==> config.mk <==
export PLATFORM = sky130hd
export DESIGN_NAME = uart_register_block_rx_fifo
export DESIGN_NICKNAME = d
export VERILOG_FILES = /design/src/sv/urb_pkg.sv /design/src/sv/urb_ram.sv /design/src/sv/urb_ctrl.sv /design/src/sv/urb_dp.sv /design/src/sv/uart_register_block_rx_fifo.sv
export SDC_FILE = /design/constraint.sdc
export NUM_CORES = 1
export LEC_CHECK = 0
export ABC_AREA = 1
export BUFFER_PORTS_ARGS = -buffer_cell sky130_fd_sc_hd__buf_2
export CAP_MARGIN = 30
export CORE_MARGIN = 2
export CORE_UTILIZATION = 60
export DETAILED_ROUTE_END_ITERATION = 12
export HOLD_SLACK_MARGIN = 0.08
export PLACE_DENSITY_LB_ADDON = 0.25
export SLEW_MARGIN = 25
export SYNTH_ARGS = -nofsm -noshare
export SYNTH_HDL_FRONTEND = slang
export SYNTH_SLANG_ARGS = --single-unit
export TNS_END_PERCENT = 100
==> constraint.sdc <==
create_clock -name clk -period 3 [get_ports clk]
set_input_delay 0.45 -clock clk [delete_from_list [all_inputs] [get_ports clk]]
set_output_delay 0.45 -clock clk [all_outputs]
set_load 0.005 [all_outputs]
==> src/sv/urb_pkg.sv <==
`timescale 1ns / 1ps
// ---------------------------------------------------------------------------
// urb_pkg
// Shared types and constants of the uart register block with receive fifo.
// ---------------------------------------------------------------------------
package urb_pkg;

    typedef enum logic [0:0] {
        ST_IDLE,
        ST_EXEC
    } state_t;

    typedef struct packed {
        logic capture;
        logic commit;
    } cmd_t;

    // item kinds
    localparam logic [1:0] MODE_READ  = 2'd0;
    localparam logic [1:0] MODE_WRITE = 2'd1;
    localparam logic [1:0] MODE_RX    = 2'd2;
    localparam logic [1:0] MODE_BREAK = 2'd3;

    localparam logic [3:0] SIZE_BYTE = 4'd1;

    // register offsets
    localparam logic [7:0] ADDR_TXBUF = 8'h00;
    localparam logic [7:0] ADDR_RXBUF = 8'h02;
    localparam logic [7:0] ADDR_ICTRL = 8'h04;
    localparam logic [7:0] ADDR_LSTAT = 8'h06;
    localparam logic [7:0] ADDR_FSEL  = 8'h08;
    localparam logic [7:0] ADDR_MSEL  = 8'h0a;
    localparam logic [7:0] ADDR_BAUD  = 8'h0c;
    localparam logic [7:0] ADDR_PSR   = 8'h0e;
    localparam logic [7:0] ADDR_FCTRL = 8'h16;
    localparam logic [7:0] ADDR_TXLVL = 8'h18;
    localparam logic [7:0] ADDR_RXLVL = 8'h1a;

    // control and status bits
    localparam int CTRL_TBE_BIT = 0;
    localparam int CTRL_RBF_BIT = 1;
    localparam int CTRL_ETI_BIT = 5;
    localparam int CTRL_ERI_BIT = 6;
    localparam int STAT_BREAK_BIT = 4;
    localparam int STAT_XMIP_BIT  = 6;

    // reset values
    localparam logic [7:0] ICTRL_RESET = 8'h01;
    localparam logic [7:0] BAUD_RESET  = 8'h33;
    localparam logic [7:0] PSR_RESET   = 8'h08;

endpackage

==> src/sv/urb_ram.sv <==
`timescale 1ns / 1ps
// ---------------------------------------------------------------------------
// urb_ram
// Generic single-write, single-read ram with registered read data.
// ---------------------------------------------------------------------------
module urb_ram #(
    parameter int WIDTH = 8,
    parameter int DEPTH = 16,
    parameter int AW    = (DEPTH > 1) ? $clog2(DEPTH) : 1
) (
    input  logic             clk,
    input  logic             we,
    input  logic [AW-1:0]    waddr,
    input  logic [WIDTH-1:0] wdata,
    input  logic             re,
    input  logic [AW-1:0]    raddr,
    output logic [WIDTH-1:0] rdata
);

    logic [WIDTH-1:0] mem [DEPTH];
    logic [WIDTH-1:0] rdata_reg;

    always_ff @(posedge clk)
    begin
        if (we)
        begin
            mem[waddr] <= wdata;
        end
        if (re)
        begin
            rdata_reg <= mem[raddr];
        end
    end

    assign rdata = rdata_reg;

endmodule

==> src/sv/urb_ctrl.sv <==
`timescale 1ns / 1ps
// ---------------------------------------------------------------------------
// urb_ctrl
// Sequencer: takes an item, executes it once the result register is free.
// ---------------------------------------------------------------------------
module urb_ctrl (
    input  logic           clk,
    input  logic           rst_n,
    input  logic           in_valid,
    output logic           in_ready,
    output logic           out_valid,
    input  logic           out_ready,
    output urb_pkg::cmd_t  cmd
);

    urb_pkg::state_t state_reg;
    urb_pkg::state_t state_next;
    logic            out_valid_reg;
    logic            out_valid_next;
    logic            out_free;

    assign out_free = !out_valid_reg || out_ready;

    always_comb
    begin
        state_next = state_reg;
        unique case (state_reg)
            urb_pkg::ST_IDLE:
            begin
                if (in_valid)
                begin
                    state_next = urb_pkg::ST_EXEC;
                end
            end
            urb_pkg::ST_EXEC:
            begin
                if (out_free)
                begin
                    state_next = urb_pkg::ST_IDLE;
                end
            end
            default:
            begin
                state_next = urb_pkg::ST_IDLE;
            end
        endcase
    end

    always_comb
    begin
        in_ready    = 1'b0;
        cmd.capture = 1'b0;
        cmd.commit  = 1'b0;
        unique case (state_reg)
            urb_pkg::ST_IDLE:
            begin
                in_ready    = 1'b1;
                cmd.capture = in_valid;
            end
            urb_pkg::ST_EXEC:
            begin
                cmd.commit = out_free;
            end
            default:
            begin
                in_ready = 1'b0;
            end
        endcase
    end

    always_comb
    begin
        out_valid_next = out_valid_reg;
        if (cmd.commit)
        begin
            out_valid_next = 1'b1;
        end
        else if (out_ready)
        begin
            out_valid_next = 1'b0;
        end
    end

    always_ff @(posedge clk or negedge rst_n)
    begin
        if (!rst_n)
        begin
            state_reg     <= urb_pkg::ST_IDLE;
            out_valid_reg <= 1'b0;
        end
        else
        begin
            state_reg     <= state_next;
            out_valid_reg <= out_valid_next;
        end
    end

    assign out_valid = out_valid_reg;

    a_capture_then_exec: assert property (@(posedge clk) disable iff (!rst_n)
        cmd.capture |=> (state_reg == urb_pkg::ST_EXEC) && !in_ready)
        else $error("item accepted but not executed next");

    a_commit_sets_valid: assert property (@(posedge clk) disable iff (!rst_n)
        cmd.commit |=> out_valid_reg)
        else $error("result executed but not presented");

    a_commit_needs_room: assert property (@(posedge clk) disable iff (!rst_n)
        cmd.commit |-> out_free)
        else $error("result overwritten before taken");

endmodule

==> src/sv/urb_dp.sv <==
`timescale 1ns / 1ps
// ---------------------------------------------------------------------------
// urb_dp
// Register file, receive ring fifo and result registers.
// ---------------------------------------------------------------------------
module urb_dp #(
    parameter int RX_DEPTH = 16
) (
    input  logic          clk,
    input  logic          rst_n,
    input  urb_pkg::cmd_t cmd,
    input  logic [1:0]    mode,
    input  logic [7:0]    addr,
    input  logic [7:0]    data,
    input  logic [3:0]    access_size,
    output logic [7:0]    read_data,
    output logic          tx_valid,
    output logic [7:0]    tx_byte,
    output logic          irq,
    output logic [4:0]    rx_space,
    output logic          rx_dropped
);

    localparam int PW = (RX_DEPTH > 1) ? $clog2(RX_DEPTH) : 1;
    localparam int CW = $clog2(RX_DEPTH + 1);

    // captured item
    logic [1:0] mode_reg;
    logic [7:0] addr_reg;
    logic [7:0] data_reg;
    logic [3:0] size_reg;

    // register file
    logic [7:0] tx_buffer_reg,    tx_buffer_next;
    logic [7:0] int_control_reg,  int_control_next;
    logic [7:0] line_status_reg,  line_status_next;
    logic [7:0] frame_select_reg, frame_select_next;
    logic [7:0] mode_select_reg,  mode_select_next;
    logic [7:0] baud_divisor_reg, baud_divisor_next;
    logic [7:0] prescaler_reg,    prescaler_next;
    logic [7:0] fifo_control_reg, fifo_control_next;

    // ring pointers
    logic [PW-1:0] rd_ptr_reg, rd_ptr_next;
    logic [PW-1:0] wr_ptr_reg, wr_ptr_next;
    logic [CW-1:0] count_reg,  count_next;

    // result registers
    logic [7:0] read_data_reg,  read_data_next;
    logic       tx_valid_reg,   tx_valid_next;
    logic [7:0] tx_byte_reg,    tx_byte_next;
    logic       irq_reg,        irq_next;
    logic [4:0] rx_space_reg,   rx_space_next;
    logic       rx_dropped_reg, rx_dropped_next;

    logic [7:0]    ram_rdata;
    logic          push;
    logic          pop;
    logic          is_byte;
    logic          fifo_full;
    logic          fifo_empty;
    logic [7:0]    ctrl_view;
    logic [CW+7:0] count_ext;
    logic [CW-1:0] space_full;
    logic [CW+4:0] space_ext;
    logic [PW:0]   ptr_sum;
    logic [PW:0]   ptr_wrap;

    urb_ram #(
        .WIDTH (8),
        .DEPTH (RX_DEPTH)
    ) u_rx_store (
        .clk   (clk),
        .we    (push),
        .waddr (wr_ptr_reg),
        .wdata (data_reg),
        .re    (cmd.capture),
        .raddr (rd_ptr_reg),
        .rdata (ram_rdata)
    );

    always_ff @(posedge clk)
    begin
        if (cmd.capture)
        begin
            mode_reg <= mode;
            addr_reg <= addr;
            data_reg <= data;
            size_reg <= access_size;
        end
    end

    assign is_byte    = (size_reg == urb_pkg::SIZE_BYTE);
    assign fifo_full  = (count_reg == CW'(RX_DEPTH));
    assign fifo_empty = (count_reg == '0);
    assign push = cmd.commit && (mode_reg == urb_pkg::MODE_RX) && !fifo_full;
    assign pop  = cmd.commit && (mode_reg == urb_pkg::MODE_READ) && is_byte
                  && (addr_reg == urb_pkg::ADDR_RXBUF) && !fifo_empty;
    assign count_ext = (CW + 8)'(count_reg);

    always_comb
    begin
        ctrl_view = int_control_reg;
        ctrl_view[urb_pkg::CTRL_TBE_BIT] = 1'b1;
        ctrl_view[urb_pkg::CTRL_RBF_BIT] = !fifo_empty;
    end

    // bus read decode
    always_comb
    begin
        read_data_next = '0;
        if (mode_reg == urb_pkg::MODE_READ && is_byte)
        begin
            unique case (addr_reg)
                urb_pkg::ADDR_TXBUF: read_data_next = tx_buffer_reg;
                urb_pkg::ADDR_RXBUF: read_data_next = fifo_empty ? 8'h00 : ram_rdata;
                urb_pkg::ADDR_ICTRL: read_data_next = ctrl_view;
                urb_pkg::ADDR_LSTAT: read_data_next = line_status_reg;
                urb_pkg::ADDR_FSEL:  read_data_next = frame_select_reg;
                urb_pkg::ADDR_MSEL:  read_data_next = mode_select_reg;
                urb_pkg::ADDR_BAUD:  read_data_next = baud_divisor_reg;
                urb_pkg::ADDR_PSR:   read_data_next = prescaler_reg;
                urb_pkg::ADDR_FCTRL: read_data_next = fifo_control_reg;
                urb_pkg::ADDR_TXLVL: read_data_next = 8'h00;
                urb_pkg::ADDR_RXLVL: read_data_next = count_ext[7:0];
                default:             read_data_next = 8'h00;
            endcase
        end
    end

    // register writes, line events
    always_comb
    begin
        tx_buffer_next    = tx_buffer_reg;
        int_control_next  = int_control_reg;
        line_status_next  = line_status_reg;
        frame_select_next = frame_select_reg;
        mode_select_next  = mode_select_reg;
        baud_divisor_next = baud_divisor_reg;
        prescaler_next    = prescaler_reg;
        fifo_control_next = fifo_control_reg;
        tx_valid_next     = 1'b0;
        tx_byte_next      = 8'h00;
        if (cmd.commit)
        begin
            if (mode_reg == urb_pkg::MODE_WRITE && is_byte)
            begin
                unique case (addr_reg)
                    urb_pkg::ADDR_TXBUF:
                    begin
                        tx_buffer_next = data_reg;
                        tx_valid_next  = 1'b1;
                        tx_byte_next   = data_reg;
                        line_status_next[urb_pkg::STAT_XMIP_BIT] = 1'b0;
                    end
                    urb_pkg::ADDR_ICTRL: int_control_next  = data_reg;
                    urb_pkg::ADDR_LSTAT: line_status_next  = data_reg;
                    urb_pkg::ADDR_FSEL:  frame_select_next = data_reg;
                    urb_pkg::ADDR_MSEL:  mode_select_next  = data_reg;
                    urb_pkg::ADDR_BAUD:  baud_divisor_next = data_reg;
                    urb_pkg::ADDR_PSR:   prescaler_next    = data_reg;
                    urb_pkg::ADDR_FCTRL: fifo_control_next = data_reg;
                    default:             tx_valid_next     = 1'b0;
                endcase
            end
            else if (mode_reg == urb_pkg::MODE_BREAK)
            begin
                line_status_next[urb_pkg::STAT_BREAK_BIT] = 1'b1;
            end
        end
    end

    // ring update
    always_comb
    begin
        rd_ptr_next = rd_ptr_reg;
        wr_ptr_next = wr_ptr_reg;
        count_next  = count_reg;
        if (push)
        begin
            wr_ptr_next = (wr_ptr_reg == PW'(RX_DEPTH - 1)) ? '0 : wr_ptr_reg + 1'b1;
            count_next  = count_reg + 1'b1;
        end
        else if (pop)
        begin
            rd_ptr_next = (rd_ptr_reg == PW'(RX_DEPTH - 1)) ? '0 : rd_ptr_reg + 1'b1;
            count_next  = count_reg - 1'b1;
        end
    end

    assign space_full      = CW'(RX_DEPTH) - count_next;
    assign space_ext       = (CW + 5)'(space_full);
    assign rx_space_next   = space_ext[4:0];
    assign rx_dropped_next = (mode_reg == urb_pkg::MODE_RX) && fifo_full;
    assign irq_next = int_control_next[urb_pkg::CTRL_ETI_BIT]
                      || (int_control_next[urb_pkg::CTRL_ERI_BIT] && (count_next != '0));

    always_ff @(posedge clk or negedge rst_n)
    begin
        if (!rst_n)
        begin
            tx_buffer_reg    <= 8'h00;
            int_control_reg  <= urb_pkg::ICTRL_RESET;
            line_status_reg  <= 8'h00;
            frame_select_reg <= 8'h00;
            mode_select_reg  <= 8'h00;
            baud_divisor_reg <= urb_pkg::BAUD_RESET;
            prescaler_reg    <= urb_pkg::PSR_RESET;
            fifo_control_reg <= 8'h00;
            rd_ptr_reg       <= '0;
            wr_ptr_reg       <= '0;
            count_reg        <= '0;
        end
        else
        begin
            tx_buffer_reg    <= tx_buffer_next;
            int_control_reg  <= int_control_next;
            line_status_reg  <= line_status_next;
            frame_select_reg <= frame_select_next;
            mode_select_reg  <= mode_select_next;
            baud_divisor_reg <= baud_divisor_next;
            prescaler_reg    <= prescaler_next;
            fifo_control_reg <= fifo_control_next;
            rd_ptr_reg       <= rd_ptr_next;
            wr_ptr_reg       <= wr_ptr_next;
            count_reg        <= count_next;
        end
    end

    always_ff @(posedge clk)
    begin
        if (cmd.commit)
        begin
            read_data_reg  <= read_data_next;
            tx_valid_reg   <= tx_valid_next;
            tx_byte_reg    <= tx_byte_next;
            irq_reg        <= irq_next;
            rx_space_reg   <= rx_space_next;
            rx_dropped_reg <= rx_dropped_next;
        end
    end

    assign read_data  = read_data_reg;
    assign tx_valid   = tx_valid_reg;
    assign tx_byte    = tx_byte_reg;
    assign irq        = irq_reg;
    assign rx_space   = rx_space_reg;
    assign rx_dropped = rx_dropped_reg;

    // write pointer must lead read pointer by the fill count
    assign ptr_sum  = (PW + 1)'(rd_ptr_reg) + (PW + 1)'(count_reg);
    assign ptr_wrap = (ptr_sum >= (PW + 1)'(RX_DEPTH)) ? ptr_sum - (PW + 1)'(RX_DEPTH)
                                                       : ptr_sum;

    a_count_bound: assert property (@(posedge clk) disable iff (!rst_n)
        count_reg <= CW'(RX_DEPTH))
        else $error("fifo count beyond depth");

    a_ptr_consistent: assert property (@(posedge clk) disable iff (!rst_n)
        ptr_wrap[PW-1:0] == wr_ptr_reg)
        else $error("fifo pointers out of step with count");

    a_push_pop_excl: assert property (@(posedge clk) disable iff (!rst_n)
        !(push && pop))
        else $error("push and pop in the same item");

endmodule

==> src/sv/uart_register_block_rx_fifo.sv <==
`timescale 1ns / 1ps
// after acceptance an item waits in the EXEC state, then its result is registered
// no new item is taken while one executes; the EXEC state waits for the
//   registered read of the receive store and for a free result register
// a new item is accepted while the previous result still waits to be taken
// reset: registers take their reset values, receive fifo empty, no clearing pass
// ---------------------------------------------------------------------------
// uart_register_block_rx_fifo
// Byte-wide uart register block with a receive ring fifo.
// ---------------------------------------------------------------------------
module uart_register_block_rx_fifo #(
    parameter int RX_DEPTH = 16
) (
    input  logic       clk,
    input  logic       rst_n,
    input  logic       in_valid,
    output logic       in_ready,
    input  logic [1:0] mode,
    input  logic [7:0] addr,
    input  logic [7:0] data,
    input  logic [3:0] access_size,
    output logic       out_valid,
    input  logic       out_ready,
    output logic [7:0] read_data,
    output logic       tx_valid,
    output logic [7:0] tx_byte,
    output logic       irq,
    output logic [4:0] rx_space,
    output logic       rx_dropped
);

    urb_pkg::cmd_t cmd;

    urb_ctrl u_ctrl (
        .clk       (clk),
        .rst_n     (rst_n),
        .in_valid  (in_valid),
        .in_ready  (in_ready),
        .out_valid (out_valid),
        .out_ready (out_ready),
        .cmd       (cmd)
    );

    urb_dp #(
        .RX_DEPTH (RX_DEPTH)
    ) u_dp (
        .clk         (clk),
        .rst_n       (rst_n),
        .cmd         (cmd),
        .mode        (mode),
        .addr        (addr),
        .data        (data),
        .access_size (access_size),
        .read_data   (read_data),
        .tx_valid    (tx_valid),
        .tx_byte     (tx_byte),
        .irq         (irq),
        .rx_space    (rx_space),
        .rx_dropped  (rx_dropped)
    );

endmodule

# [Word level (Yosys, flattened, before mapping)]
# Memories as Yosys holds them, arrays and structs flattened. A register that Yosys moved wholly into a read port is not among the register bits.
# Index checks and enable logic that the tools add are counted.
# Widths: inputs -> output; s select.
[word_totals] mem_count=1 output_inout_bits=26 elab_cells=109 ramBits=128 ff_bits=125
[op_classes] reduce_logical=34 n_addsub=5 n_eq_ne=17 n_bitwise=2 muxes=24
[memory_table] memory="u_dp.u_rx_store.mem" depth=16 word_bits=8 read_ports=1 rd_clocked_by_memory_dff=1 wr=1 line="urb_ram.sv:20" source="logic [WIDTH-1:0] mem [DEPTH];"
[op_table] operator="$pmux 8 s10" count=1
[op_table] operator="$eq 8x4->1 const B" count=4
[op_table] operator="$reduce_and 3->1" count=10
[op_table] operator="$mux 7" count=3
[op_table] operator="$eq 8x3->1 const B" count=2
[op_table] operator="$eq 8x5->1 const B" count=2
[op_table] operator="$mux 5" count=3
[op_table] operator="$mux 1" count=12
[op_table] operator="$logic_and 1x1->1" count=10
[op_table] operator="$add 4x1->4 const B" count=2
[op_table] operator="$eq 4x4->1 const B" count=2
[op_table] operator="$eq 8x2->1 const B" count=1
[op_table] operator="$logic_not 8->1" count=1
[op_table] operator="$mux 4" count=2
[op_table] operator="$mux 8" count=1
[op_table] operator="$reduce_bool 2->1" count=3
[op_table] operator="$add 5x1->5 const B" count=1
[op_table] operator="$eq 5x5->1 const B" count=1
[op_table] operator="$logic_not 5->1" count=1
[op_table] operator="$reduce_bool 5->1" count=1
[op_table] operator="$sub 5x1->5 const B" count=1
[op_table] operator="$sub 5x5->5 const A" count=1
[op_table] operator="$eq 2x2->1 const B" count=2
[op_table] operator="$eq 4x1->1 const B" count=1
[op_table] operator="other kinds (8)" count=14

# [Logic depth before layout (Yosys ltp)]
# Gate-level depths: netlist (run 1).
[logic_depth] depth_word=12 mapped_depth=18 ltp_nobuf=17

# [Cells and area by module]
# From an unflattened synthesis (run 1), not the netlist that was laid out.
[hier_totals] cells_unflattened=1114 area_unflattened_um2=11598.6
[modules_own_cells] module="urb_ram" n_inst=1 cells_per_inst=551 seq_area_each_um2=4083.9 area_per_inst_um2=5846.9
[modules_own_cells] module="urb_dp" n_inst=1 cells_per_inst=551 seq_area_each_um2=3264.4 area_per_inst_um2=5651.7
[modules_own_cells] module="urb_ctrl" n_inst=1 cells_per_inst=12 seq_area_each_um2=50.0 area_per_inst_um2=100.1

# [Worst setup path after synthesis (run 1)]
# OpenSTA, ideal clock, no wires.
[synth_timing] path_type="input to register" from="input out_ready" to="register u_dp.irq_reg, in the netlist u_dp.irq, data pin" setup_slack_ns=0.504 n_path_buf=1 arrival_ns=2.236 path_stages=16 path_cell_list="inv_1 nand2_1 nand2_2 inv_2 nand3_2 buf_4 nand3_2 inv_2 nor2_1 ha_1 inv_1 nor3_2 ha_1 inv_1 nand2_1 nand3_1"
[synth_via] elab_chain_cells=11
[synth_lines] item="start, declared" line="uart_register_block_rx_fifo.sv:23" source="input logic out_ready,"
[synth_lines] item="$logic_or 1x1->1 (*)" line="urb_ctrl.sv:22" source="assign out_free = !out_valid_reg || out_ready;"
[synth_lines] item="$mux 1 (*)" line="urb_ctrl.sv:54" source="unique case (state_reg)"
[synth_lines] item="$logic_and 1x1->1 (2 in a row)" line="urb_dp.sv:97" source="assign pop = cmd.commit && (mode_reg == urb_pkg::MODE_READ) && is_byte"
[synth_lines] item="$logic_and 1x1->1 (2 in a row)" line="urb_dp.sv:98" source="&& (addr_reg == urb_pkg::ADDR_RXBUF) && !fifo_empty;"
[synth_lines] item="$mux 5" line="urb_dp.sv:184" source="else if (pop)"
[synth_lines] item="$mux 5" line="urb_dp.sv:179" source="if (push)"
[synth_lines] item="$reduce_bool 5->1" line="urb_dp.sv:196" source="|| (int_control_next[urb_pkg::CTRL_ERI_BIT] && (count_next != '0));"
[synth_lines] item="$logic_and 1x1->1" line="urb_dp.sv:196"
[synth_lines] item="$logic_or 1x1->1 (*)" line="urb_dp.sv:196"
[synth_lines] item="via u_dp.irq_next" line="urb_dp.sv:52" source="logic irq_reg, irq_next;"
[synth_lines] item="end signal, assigned" line="urb_dp.sv:237" source="irq_reg <= irq_next;"
[synth_lines] item="end, declared" line="urb_dp.sv:52"
# The timed path passes the listed nets; every way through them passes the cells marked *.
# A chain may end at the register's enable or synchronous reset.

# [Worst setup path after layout (run 1)]
[layout_timing] from="register u_dp.count_reg[0]" to="register u_dp.irq_reg, in the netlist u_dp.irq, data pin"
[layout_via] elab_chain_cells=8
[layout_lines] item="start, declared" line="urb_dp.sv:46" source="logic [CW-1:0] count_reg, count_next;"
[layout_lines] item="start signal, assigned" line="urb_dp.sv:226" source="count_reg <= count_next;"
[layout_lines] item="parallel branches: the longest is 4 deep, another holds $sub 5x1->5"
[layout_lines] item="$mux 5 (*)" line="urb_dp.sv:179"
[layout_lines] item="$reduce_bool 5->1 (*)" line="urb_dp.sv:196"
[layout_lines] item="$logic_and 1x1->1 (*)" line="urb_dp.sv:196"
[layout_lines] item="$logic_or 1x1->1 (*)" line="urb_dp.sv:196"
[layout_lines] item="via u_dp.irq_next" line="urb_dp.sv:52"
# Mark *: on every way through the listed nets, which the timed path passes.

==> run_results.csv, run 1 <==
group,metric,value,unit
run_status,status,"finished, final reports clean",
job,cap_violations,0,
placement,dpl.hpwl,17320,microns
cts,root_buffer,"clkbuf_16",
routing,wl,26140,microns
worst_setup_path,critPathArrivalTime,3.02,ns
yosys,syn_inst,972,
worst_setup_path,required,3.28,ns
final_layout,multi_input_area,3237,sq um
hold_path,worstHoldEndpoint,"u_dp.size_reg[1]$_DFFE_PP_",
yosys,synth_top_cell_by_area,"edfxtp_1",
cts,cts_buffer_depth,3,
sta,fin_ws,0.2541,ns
sta,fin_crit_sh,91.53,%
routing,initialDrtViolationCount,828,
yosys,syn_area_per_cell,11.41,sq um
sta,fin_crit,2.746,ns
grt,grt_use_total,27.17,%
die,die-area,19590,sq um
power,p_switching,2.355,mW
sta,fin_tns_setup,0,ns
yosys,synth_common_cells,"nand2_1, edfxtp_1, nor2_1, dfrtp_1, o21ai_0",
worst_setup_path,startpoint_type,"register",
hold_path,hold_class,"in -> reg",
cts,cts_resized,0,
final_layout,largest-register,"u_dp.u_rx_store.mem",
sta,worst_slew_pin_slew,0.7846,ns
cts,cts_tree,"yes",
cts,path_clk_slew,0.06,ns
yosys,syn_nets,1007,
power,clkPwrFrac,35.5,%
final_layout,num_antenna_cells,0,
power,vdd_drop_max,636.8,uV
yosys,async_reset_ff_share,29.73,%
yosys,synth_area_leaders,"edfxtp_1, dfrtp_1, nand2_1",
power,swShare,26.90,%
routing,drc,0,
routing,wl_per_cell,20.09,microns
sta,fmax,0.3642,GHz
placement,postPlaceCellArea,11670,sq um
routing,via_per_inst,5.934,
final_layout,nets,1087,
cts,insertion_delay,0.53,ns
die,rows,49,
power,pwr-share-seq,51.7,%
worst_setup_path,rr_startpoint,"u_dp.count_reg[0]$_DFF_PN0_",
sta,maxSlewHeadroom,47.52,%
final_layout,seq_area,7400,sq um
hold_path,hold_depth,1,
yosys,ys_seq_area_share,66.69,%
worst_setup_path,rr_endpoint,"u_dp.irq$_DFFE_PP_",
power,leakagePower,5.094,nW
die,die_y,140.0,microns
worst_setup_path,cp-end-kind,"register",
routing,vias,7720,
final_layout,fillers,1267,
sta,drv_slew,0,
grt,overflow,0,
yosys,syn_area,11090,sq um
sta,fin_skew,0.01995,ns
yosys,synth.distinct_cells,46,
final_layout,fin_area,12580,sq um
yosys,synthFlopType,"edfxtp_1",
sta,rsz0062_at_grt,"false",
worst_setup_path,worstPathMaxFanout,11,
die,ios,52,
die,die_x,140.0,microns
sta,finalSetupViolCount,0,
yosys,synth_edf_count,182,
power,power_density,695.8,nW/um^2
worst_setup_path,r2r_slack,0.25,ns
cts,cts_buffers,26,
power,p_total,8.755,mW
routing,postRouteAntennaNets,0,
final_layout,synthToLayoutAreaGrowth,13.42,%
worst_setup_path,reg2regPathDepth,17,
placement,gp_congestion,0.8895,
final_layout,largest_reg_flops,128,
placement,portBuffers,51,
cts,numClockSinks,259,
worst_setup_path,critPathKind,"reg -> reg",
hold_path,hold_start,"access_size[1]",
grt,antenna_found_initial,2,
final_layout,drive_gt1_share,18.00,%
power,p_comb_share,12.8,%
sta,hold_viol,0,
placement,pre_cts_ws,0.2980,ns
die,start_util,61.54,%
grt,grt_start_max_net_pins,66,
cts,htreeDepth,1,
power,intPower,6.400,mW
die,core_area,18020,sq um
routing,drt-pass1-iter-count,5,
yosys,synth_most_common_cell,"nand2_1",
grt,grt_pass1_vias,7527,
grt,grt_pass1_wl,41100,microns
yosys,ys.warnings.count,0,
yosys,synth_top_area_share,49.27,%
yosys,ys_ff_latch,259,
layout make-up:
cell class / count / area share [%]
flip-flops and latches: 259 / 58.81
multi-input cells: 609 / 25.73
inverters: 67 / 2.039
repair buffers: 89 / 4.574
well taps: 229 / 2.277
clock inverters: 6 / 0.2784
clock buffers: 42 / 6.295
cells by family (layout without fill, tap and decap cells):
| logic type | Yosys count | count (layout) | synth area share, % |
|---|---|---|---|
| xor+xnor | 4 | 4 | 0.3159 |
| buf+inv | 104 | 204 | 4.151 |
| flops | 259 | 259 | 66.69 |
| simple gates | 419 | 419 | 18.35 |
| fa+ha+maj | 9 | 9 | 1.015 |
| compound gates | 177 | 177 | 9.474 |
timing repair:
action,CTS,global route
setup buffers,0,0
hold buffers,8,0
endpoints found under the hold margin,38,0
setup endpoints to repair,0,0
critical path: stages, from the launching register on:
cell and delay [ns]:
dfrtp_1 0.43, inv_1 0.11, ha_1 0.19, nand2_1 0.06
nor2_1 0.18, nand2_1 0.14, nand3_2 0.22, inv_2 0.14
nand2_2 0.09, nand2_1 0.05, nor2_1 0.16, ha_1 0.17
inv_1 0.06, nor3_2 0.17, ha_1 0.16, inv_1 0.04
nand2_1 0.06, nand3_1 0.07
how the worst max path moves through the flow:
stage | startpoint | to | slack (ns) | cells after the start
after global placement | u_dp.count_reg[0]$_DFF_PN0_ | u_dp.irq$_DFFE_PP_ | 0.38 | 17
after floorplan | out_ready | u_dp.irq$_DFFE_PP_ | 0.50 | 16
after detailed placement | u_dp.count_reg[0]$_DFF_PN0_ | u_dp.irq$_DFFE_PP_ | 0.30 | 17
after global routing | u_dp.count_reg[0]$_DFF_PN0_ | u_dp.irq$_DFFE_PP_ | 0.05 | 17
after CTS | u_dp.count_reg[0]$_DFF_PN0_ | u_dp.irq$_DFFE_PP_ | 0.30 | 17
final | u_dp.count_reg[0]$_DFF_PN0_ | u_dp.irq$_DFFE_PP_ | 0.25 | 17
routing by layer:
layer	track usage, %	wire length [microns]
met1	38.85	10840
met2	42.95	12360
met3	4.752	2086
met4	9.316	838
met5	0	11
power by group through the flow:
stage / registers, mW / clock network (mW) / logic [mW]
after floorplan: 4.53 / 0 / 0.681
after global placement: 4.59 / 0 / 1.09
after detailed placement: 4.60 / 0 / 1.11
after CTS: 4.53 / 3.13 / 1.12
after global routing: 4.57 / 3.26 / 1.24
final: 4.53 / 3.10 / 1.12
per-stage QoR:
step           cells  hold WS [ns]  util, %
5_1_grt         1301       0.08836    69.80
2_1_floorplan    972        0.1544        -
3_3_place_gp    1245        0.4416    64.77
6_report        1301       0.09288    69.80
4_1_cts         1301       0.08052    69.80
3_5_place_dp    1245        0.4405    64.77
cell usage in the layout, fill, tap and decap left out, drive strengths merged, types with 11 or more instances in the layout:
master / synthesis / routed
edfxtp: 182 / 182
inv: 64 / 63
clkbuf: 19 / 42
buf: 18 / 81
o22ai: 14 / 14
nor3: 14 / 14
nand3: 73 / 73
o21ai: 118 / 118
dfrtp: 72 / 72
nand4: 18 / 18
nand2: 216 / 216
a21oi: 18 / 18
nor2: 94 / 94
a311oi: 11 / 11
(Power assumes the default switching activity.)
==> run 2, diff against run 1 <==
Settings changed: CTS_BUF_LIST from default to sky130_fd_sc_hd__clkbuf_4 sky130_fd_sc_hd__clkbuf_8, PLACE_DENSITY from default to 0.74, PLACE_DENSITY_LB_ADDON 0.25 to default.
==> run 2 against run 1 <==
Compared with the run above: hold slack better by 0.082 ns; clock power down 4%; first-iteration DRC count down 3.3%.
==> run_results.csv, run 2 (same netlist as run 1, synthesis figures left out) <==
group,metric,value,unit
final_layout,multi_input_area,3239,sq um
sta,fin_crit_sh,87.27,%
cts,cts_tree,"yes",
placement,portBuffers,51,
job,cap_violations,0,
die,ios,52,
die,die_x,140.0,microns
sta,fin_tns_setup,0,ns
routing,via_per_inst,5.842,
worst_setup_path,max_stage_delay,0.44,ns
final_layout,final_cells,1333,
worst_setup_path,cp-end-kind,"register",
sta,fmax,0.3819,GHz
grt,grt_pass1_wl,42550,microns
final_layout,largest_reg_flops,128,
worst_setup_path,critPathKind,"reg -> reg",
sta,rsz0062_at_grt,"false",
cts,root_buffer,"clkbuf_8",
die,die_y,140.0,microns
grt,grt_pass1_vias,7721,
power,leakagePower,5.135,nW
final_layout,seq_area,7400,sq um
sta,fin_crit,2.618,ns
worst_setup_path,startpoint_type,"register",
die,core_area,18020,sq um
sta,maxSlewHeadroom,43.91,%
power,vdd_drop_max,474.6,uV
final_layout,fillers,1296,
sta,fin_skew,0.02241,ns
grt,overflow,0,
cts,htreeDepth,2,
placement,dpl.hpwl,17180,microns
power,p_total,8.682,mW
worst_setup_path,cp-startpoint,"u_dp.count_reg[1]$_DFF_PN0_",
final_layout,drive_gt1_share,19.20,%
die,die-area,19590,sq um
hold_path,hold_class,"in -> reg",
worst_setup_path,path_cells,"inv_1 > ha_1 > nand2_1 > nor2_2 > nand2_1 > nand3_2 > inv_2 > nand2_2 > nand2_1 > nor2_1 > ha_1 > inv_1 > nor3_2 > ha_1 > inv_1 > nand2_1 > nand3_1",
power,power_density,686.0,nW/um^2
sta,finalSetupViolCount,0,
grt,grt_use_total,28.21,%
cts,cts_setup_buffers,0,
sta,worst_slew_pin_slew,0.8386,ns
routing,drt-pass1-iter-count,5,
die,start_util,61.54,%
routing,postRouteAntennaNets,0,
worst_setup_path,critPathArrivalTime,2.92,ns
routing,drc,0,
final_layout,final_common_cell,"nand2_1",
worst_setup_path,critPathSlowestCell,"dfrtp_1",
sta,drv_slew,0,
routing,wl,26670,microns
grt,grt_start_max_net_pins,68,
routing,initialDrtViolationCount,801,
final_layout,num_antenna_cells,0,
routing,wl_per_cell,20.01,microns
hold_path,hold_depth,3,
worst_setup_path,worstPathMaxFanout,11,
worst_setup_path,cp_common_cell,"nand2_1",
placement,placedCellCount,1233,
routing,vias,7787,
final_layout,post-route-util,70.21,%
final_layout,nets,1106,
hold_path,hold_start,"in_valid",
worst_setup_path,required,3.31,ns
cts,cts_buffer_depth,3,
cts,numClockSinks,259,
final_layout,largest-register,"u_dp.u_rx_store.mem",
cts,path_clk_slew,0.07,ns
worst_setup_path,reg2regPathDepth,17,
run_status,status,"finished, final reports clean",
die,rows,49,
sta,hold_viol,0,
final_layout,synthToLayoutAreaGrowth,14.09,%
cts,insertion_delay,0.55,ns
cts,cts_buffers,42,
worst_setup_path,rr_startpoint,"u_dp.count_reg[1]$_DFF_PN0_",
grt,antenna_found_initial,0,
final_layout,final_cell_mix,"nand2_1, edfxtp_1, nor2_1",
placement,gp_congestion,0.8973,
## run 2: cell count changes in the layout (fill, tap and decap cells not counted), moves of 7 or more
cell           change
buf_4             -13
clkbuf_1           -9
clkinv_2           +7
clkbuf_16         -27
clkbuf_8          +38
dlygate4sd3_1     +15
clkinv_1           +7
clkbuf_4          +10
## run 2: per-stage QoR
stage,hold WS (ns),worst slack [ns],instance area [sq um]
final,0.1751,0.3818,12660
after global routing,0.1712,0.08411,12660
after CTS,0.1585,0.3060,12650
after detailed placement,0.3936,0.3062,11600
after global placement,0.4645,0.4132,11580
after floorplan,0.1544,0.5042,11090
## run 2: power breakdown
| part | internal [mW] | switching, mW | total, mW | leakage, nW |
|---|---|---|---|---|
| clock | 1.58 | 1.39 | 2.98 | 0.435 |
| combinational | 0.348 | 0.842 | 1.19 | 2.03 |
| sequential | 4.27 | 0.244 | 4.52 | 2.67 |
| total | 6.20 | 2.48 | 8.68 | 5.14 |
## run 2: layout make-up
class,instances,area share (%)
well taps,229,2.264
multi-input cells,609,25.60
clock buffers,54,5.378
flip-flops and latches,259,58.47
clock inverters,23,1.087
inverters,67,2.027
repair buffers,92,5.180
## run 2: worst max-delay path: cells and delay by family, from the launching register on
kind,cells,cell delay [ns]
fa+ha+maj,3,0.51
simple gates,10,1.09
buf+inv,4,0.32
flops,1,0.44
## run 2: routing by layer
layer / wire length (microns) / vias up / part of all wire, % / track usage (%)
li1: - / 3630 / - / -
met1: 10630 / 3710 / 40 / 37.88
met2: 12910 / 373 / 48 / 45.57
met3: 2023 / 74 / 7.6 / 4.855
met4: 1103 / 0 / 4.1 / 13.16
met5: 0 / - / 0 / 0
## run 2: timing repair
action / 4_1_cts / 5_1_grt
endpoints found under the hold margin: 46 / 0
endpoints found under the setup margin: 0 / 1
hold buffers: 23 / 0
gates resized for setup: 0 / 1
## run 2: path summary, 6_finish.rpt
check | slack [ns] | endpoint
max | 0.38 | u_dp.irq$_DFFE_PP_
min | 0.18 | u_ctrl.state_reg$_DFF_PN0_
max reg2reg | 0.38 | u_dp.irq$_DFFE_PP_
min reg2reg | 0.47 | u_dp.baud_divisor_reg[5]$_DFFE_PN1P_
max in group asynchronous | 1.96 | u_dp.baud_divisor_reg[0]$_DFFE_PN1P_
min in group asynchronous | 0.36 | u_dp.int_control_reg[4]$_DFFE_PN0P_
==> run 3, diff against run 2 <==
Settings changed: CORE_MARGIN 2 to default, CTS_BUF_LIST sky130_fd_sc_hd__clkbuf_4 sky130_fd_sc_hd__clkbuf_8 to sky130_fd_sc_hd__clkbuf_4, REMOVE_ABC_BUFFERS from default to 1.
==> run 3 against run 2 <==
Compared with the run above: utilization rose by 0.81 points; count of clock-buffer cells in the layout rose by 46; critical path depth did not move; via count rose by 1.6%; flip-flop and latch count did not move; register-to-register slack got worse by 0.14 ns; global-route usage rose by 0.73 points; fmax fell by 5.2%; combinational power fell by 5%; first-iteration DRC count fell by 17%; critical endpoint unchanged.
==> run_results.csv, run 3 (same netlist as run 1, synthesis figures left out) <==
group,metric,value,unit
routing,postRouteAntennaNets,0,
job,cap_violations,0,
placement,placedCellCount,1244,
placement,dpl.hpwl,16610,microns
worst_setup_path,required,3.40,ns
cts,cts_tree,"yes",
cts,cts_setup_buffers,0,
worst_setup_path,cp-end-kind,"register",
sta,maxSlewHeadroom,43.48,%
die,die_x,138.0,microns
final_layout,drive_gt1_share,22.60,%
final_layout,largest_reg_flops,128,
cts,cts_resized,0,
worst_setup_path,critPathSlowestCell,"dfrtp_1",
placement,gp_congestion,0.8787,
sta,fin_skew,0.06282,ns
die,start_util,61.54,%
grt,grt_pass1_vias,7554,
cts,cts_buffers,67,
worst_setup_path,r2r_slack,0.24,ns
power,leakagePower,5.296,nW
routing,initialDrtViolationCount,665,
placement,portBuffers,51,
routing,wl_per_cell,19.05,microns
die,ios,52,
cts,insertion_delay,0.70,ns
placement,pre_cts_ws,0.2991,ns
sta,fmax,0.3621,GHz
sta,whs,0.2740,ns
grt,grt_start_max_net_pins,66,
routing,via_per_inst,5.713,
sta,drv_slew,0,
final_layout,final_cells,1385,
cts,root_buffer,"clkbuf_4",
die,rows,49,
grt,grt_use_total,28.94,%
sta,rsz0062_at_grt,"false",
worst_setup_path,critPathArrivalTime,3.16,ns
sta,finalSetupViolCount,0,
worst_setup_path,max_stage_delay,0.42,ns
routing,wl,26380,microns
routing,drt-pass1-iter-count,6,
hold_path,hold_class,"in -> async",
sta,fin_crit,2.762,ns
run_status,status,"finished, final reports clean",
final_layout,nets,1144,
cts,numClockSinks,259,
sta,fin_ws,0.2385,ns
worst_setup_path,cp_common_cell,"nand2_1",
final_layout,final_cell_mix,"nand2_1, edfxtp_1, clkbuf_4",
worst_setup_path,worstPathMaxFanout,11,
sta,fin_crit_sh,92.05,%
cts,htreeDepth,3,
placement,postPlaceCellArea,11690,sq um
routing,vias,7912,
final_layout,post-route-util,71.02,%
cts,cts_buffer_depth,3,
die,core_area,18020,sq um
final_layout,synthToLayoutAreaGrowth,15.40,%
power,vdd_drop_max,442.6,uV
final_layout,largest-register,"u_dp.u_rx_store.mem",
die,die_y,138.0,microns
worst_setup_path,path_cells,"inv_1 > ha_1 > nand2_1 > nor2_1 > nand2_1 > nand3_2 > inv_2 > nand2_2 > nand2_1 > nor2_1 > ha_1 > inv_1 > nor3_2 > ha_1 > inv_1 > nand2_1 > nand3_1",
die,die-area,19040,sq um
cts,path_clk_slew,0.07,ns
grt,grt_pass1_wl,40330,microns
power,power_density,683.3,nW/um^2
grt,antenna_found_initial,2,
routing,drc,0,
worst_setup_path,critPathKind,"reg -> reg",
grt,overflow,0,
worst_setup_path,startpoint_type,"register",
final_layout,fin_area,12800,sq um
final_layout,final_common_cell,"nand2_1",
sta,hold_viol,0,
sta,worst_slew_pin_slew,0.8450,ns
run 3: worst paths after layout:
| path | start | endpoint | cells past startpoint |
|---|---|---|---|
| max | u_dp.count_reg[0]$_DFF_PN0_ | u_dp.irq$_DFFE_PP_ | 17 |
| min | rst_n | u_dp.frame_select_reg[0]$_DFFE_PN0P_ | 2 |
| max reg2reg | u_dp.count_reg[0]$_DFF_PN0_ | u_dp.irq$_DFFE_PP_ | 17 |
| min reg2reg | u_dp.baud_divisor_reg[0]$_DFFE_PN1P_ | u_dp.baud_divisor_reg[0]$_DFFE_PN1P_ | 2 |
| max in group asynchronous | rst_n | u_dp.rd_ptr_reg[0]$_DFFE_PN0P_ | 3 |
| min in group clk | access_size[1] | u_dp.size_reg[1]$_DFFE_PP_ | 2 |
run 3: per-layer routing:
metal  share of wire [%]  GRT usage (%)  vias up
met5                   0              0        -
met4                 4.6          17.81        0
met3                 6.7          5.446       74
met2                  48          46.36      338
met1                  40          36.57     3766
li1                    -              -     3734
run 3: repair_timing:
action	CTS	global route
hold buffers	25	0
setup endpoints to repair	0	0
endpoints found under the hold margin	55	0
run 3: layout make-up:
type / instances / area (sq um)
fill: 1280 / 5224
tap: 229 / 286.5
multi-input combinational: 609 / 3237
sequential: 259 / 7400
clock inverter: 15 / 110.1
clock buffer: 100 / 750.7
antenna: 1 / 2.502
timing repair buffer: 105 / 758.2
inverter: 67 / 256.5
run 3: worst max-delay path: cells and delay by family, from the launching register on:
family | cells | cell delay (ns)
buffers and inverters | 4 | 0.36
adder cells (fa/ha/maj) | 3 | 0.52
flip-flops | 1 | 0.42
AND/OR/NAND/NOR | 10 | 1.20
run 3: power by group:
group	total (mW)	internal [mW]	switching, mW
Clock	3.11	1.69	1.42
Combinational	1.13	0.342	0.788
Sequential	4.51	4.27	0.240
run 3: metrics by stage:
stage | power, mW | TNS (ns)
after global placement | 5.643 | 0
final | 8.747 | 0
after detailed placement | 5.676 | 0
after global routing | 9.134 | 0
after CTS | 8.782 | 0
after floorplan | 5.176 | -0.2915
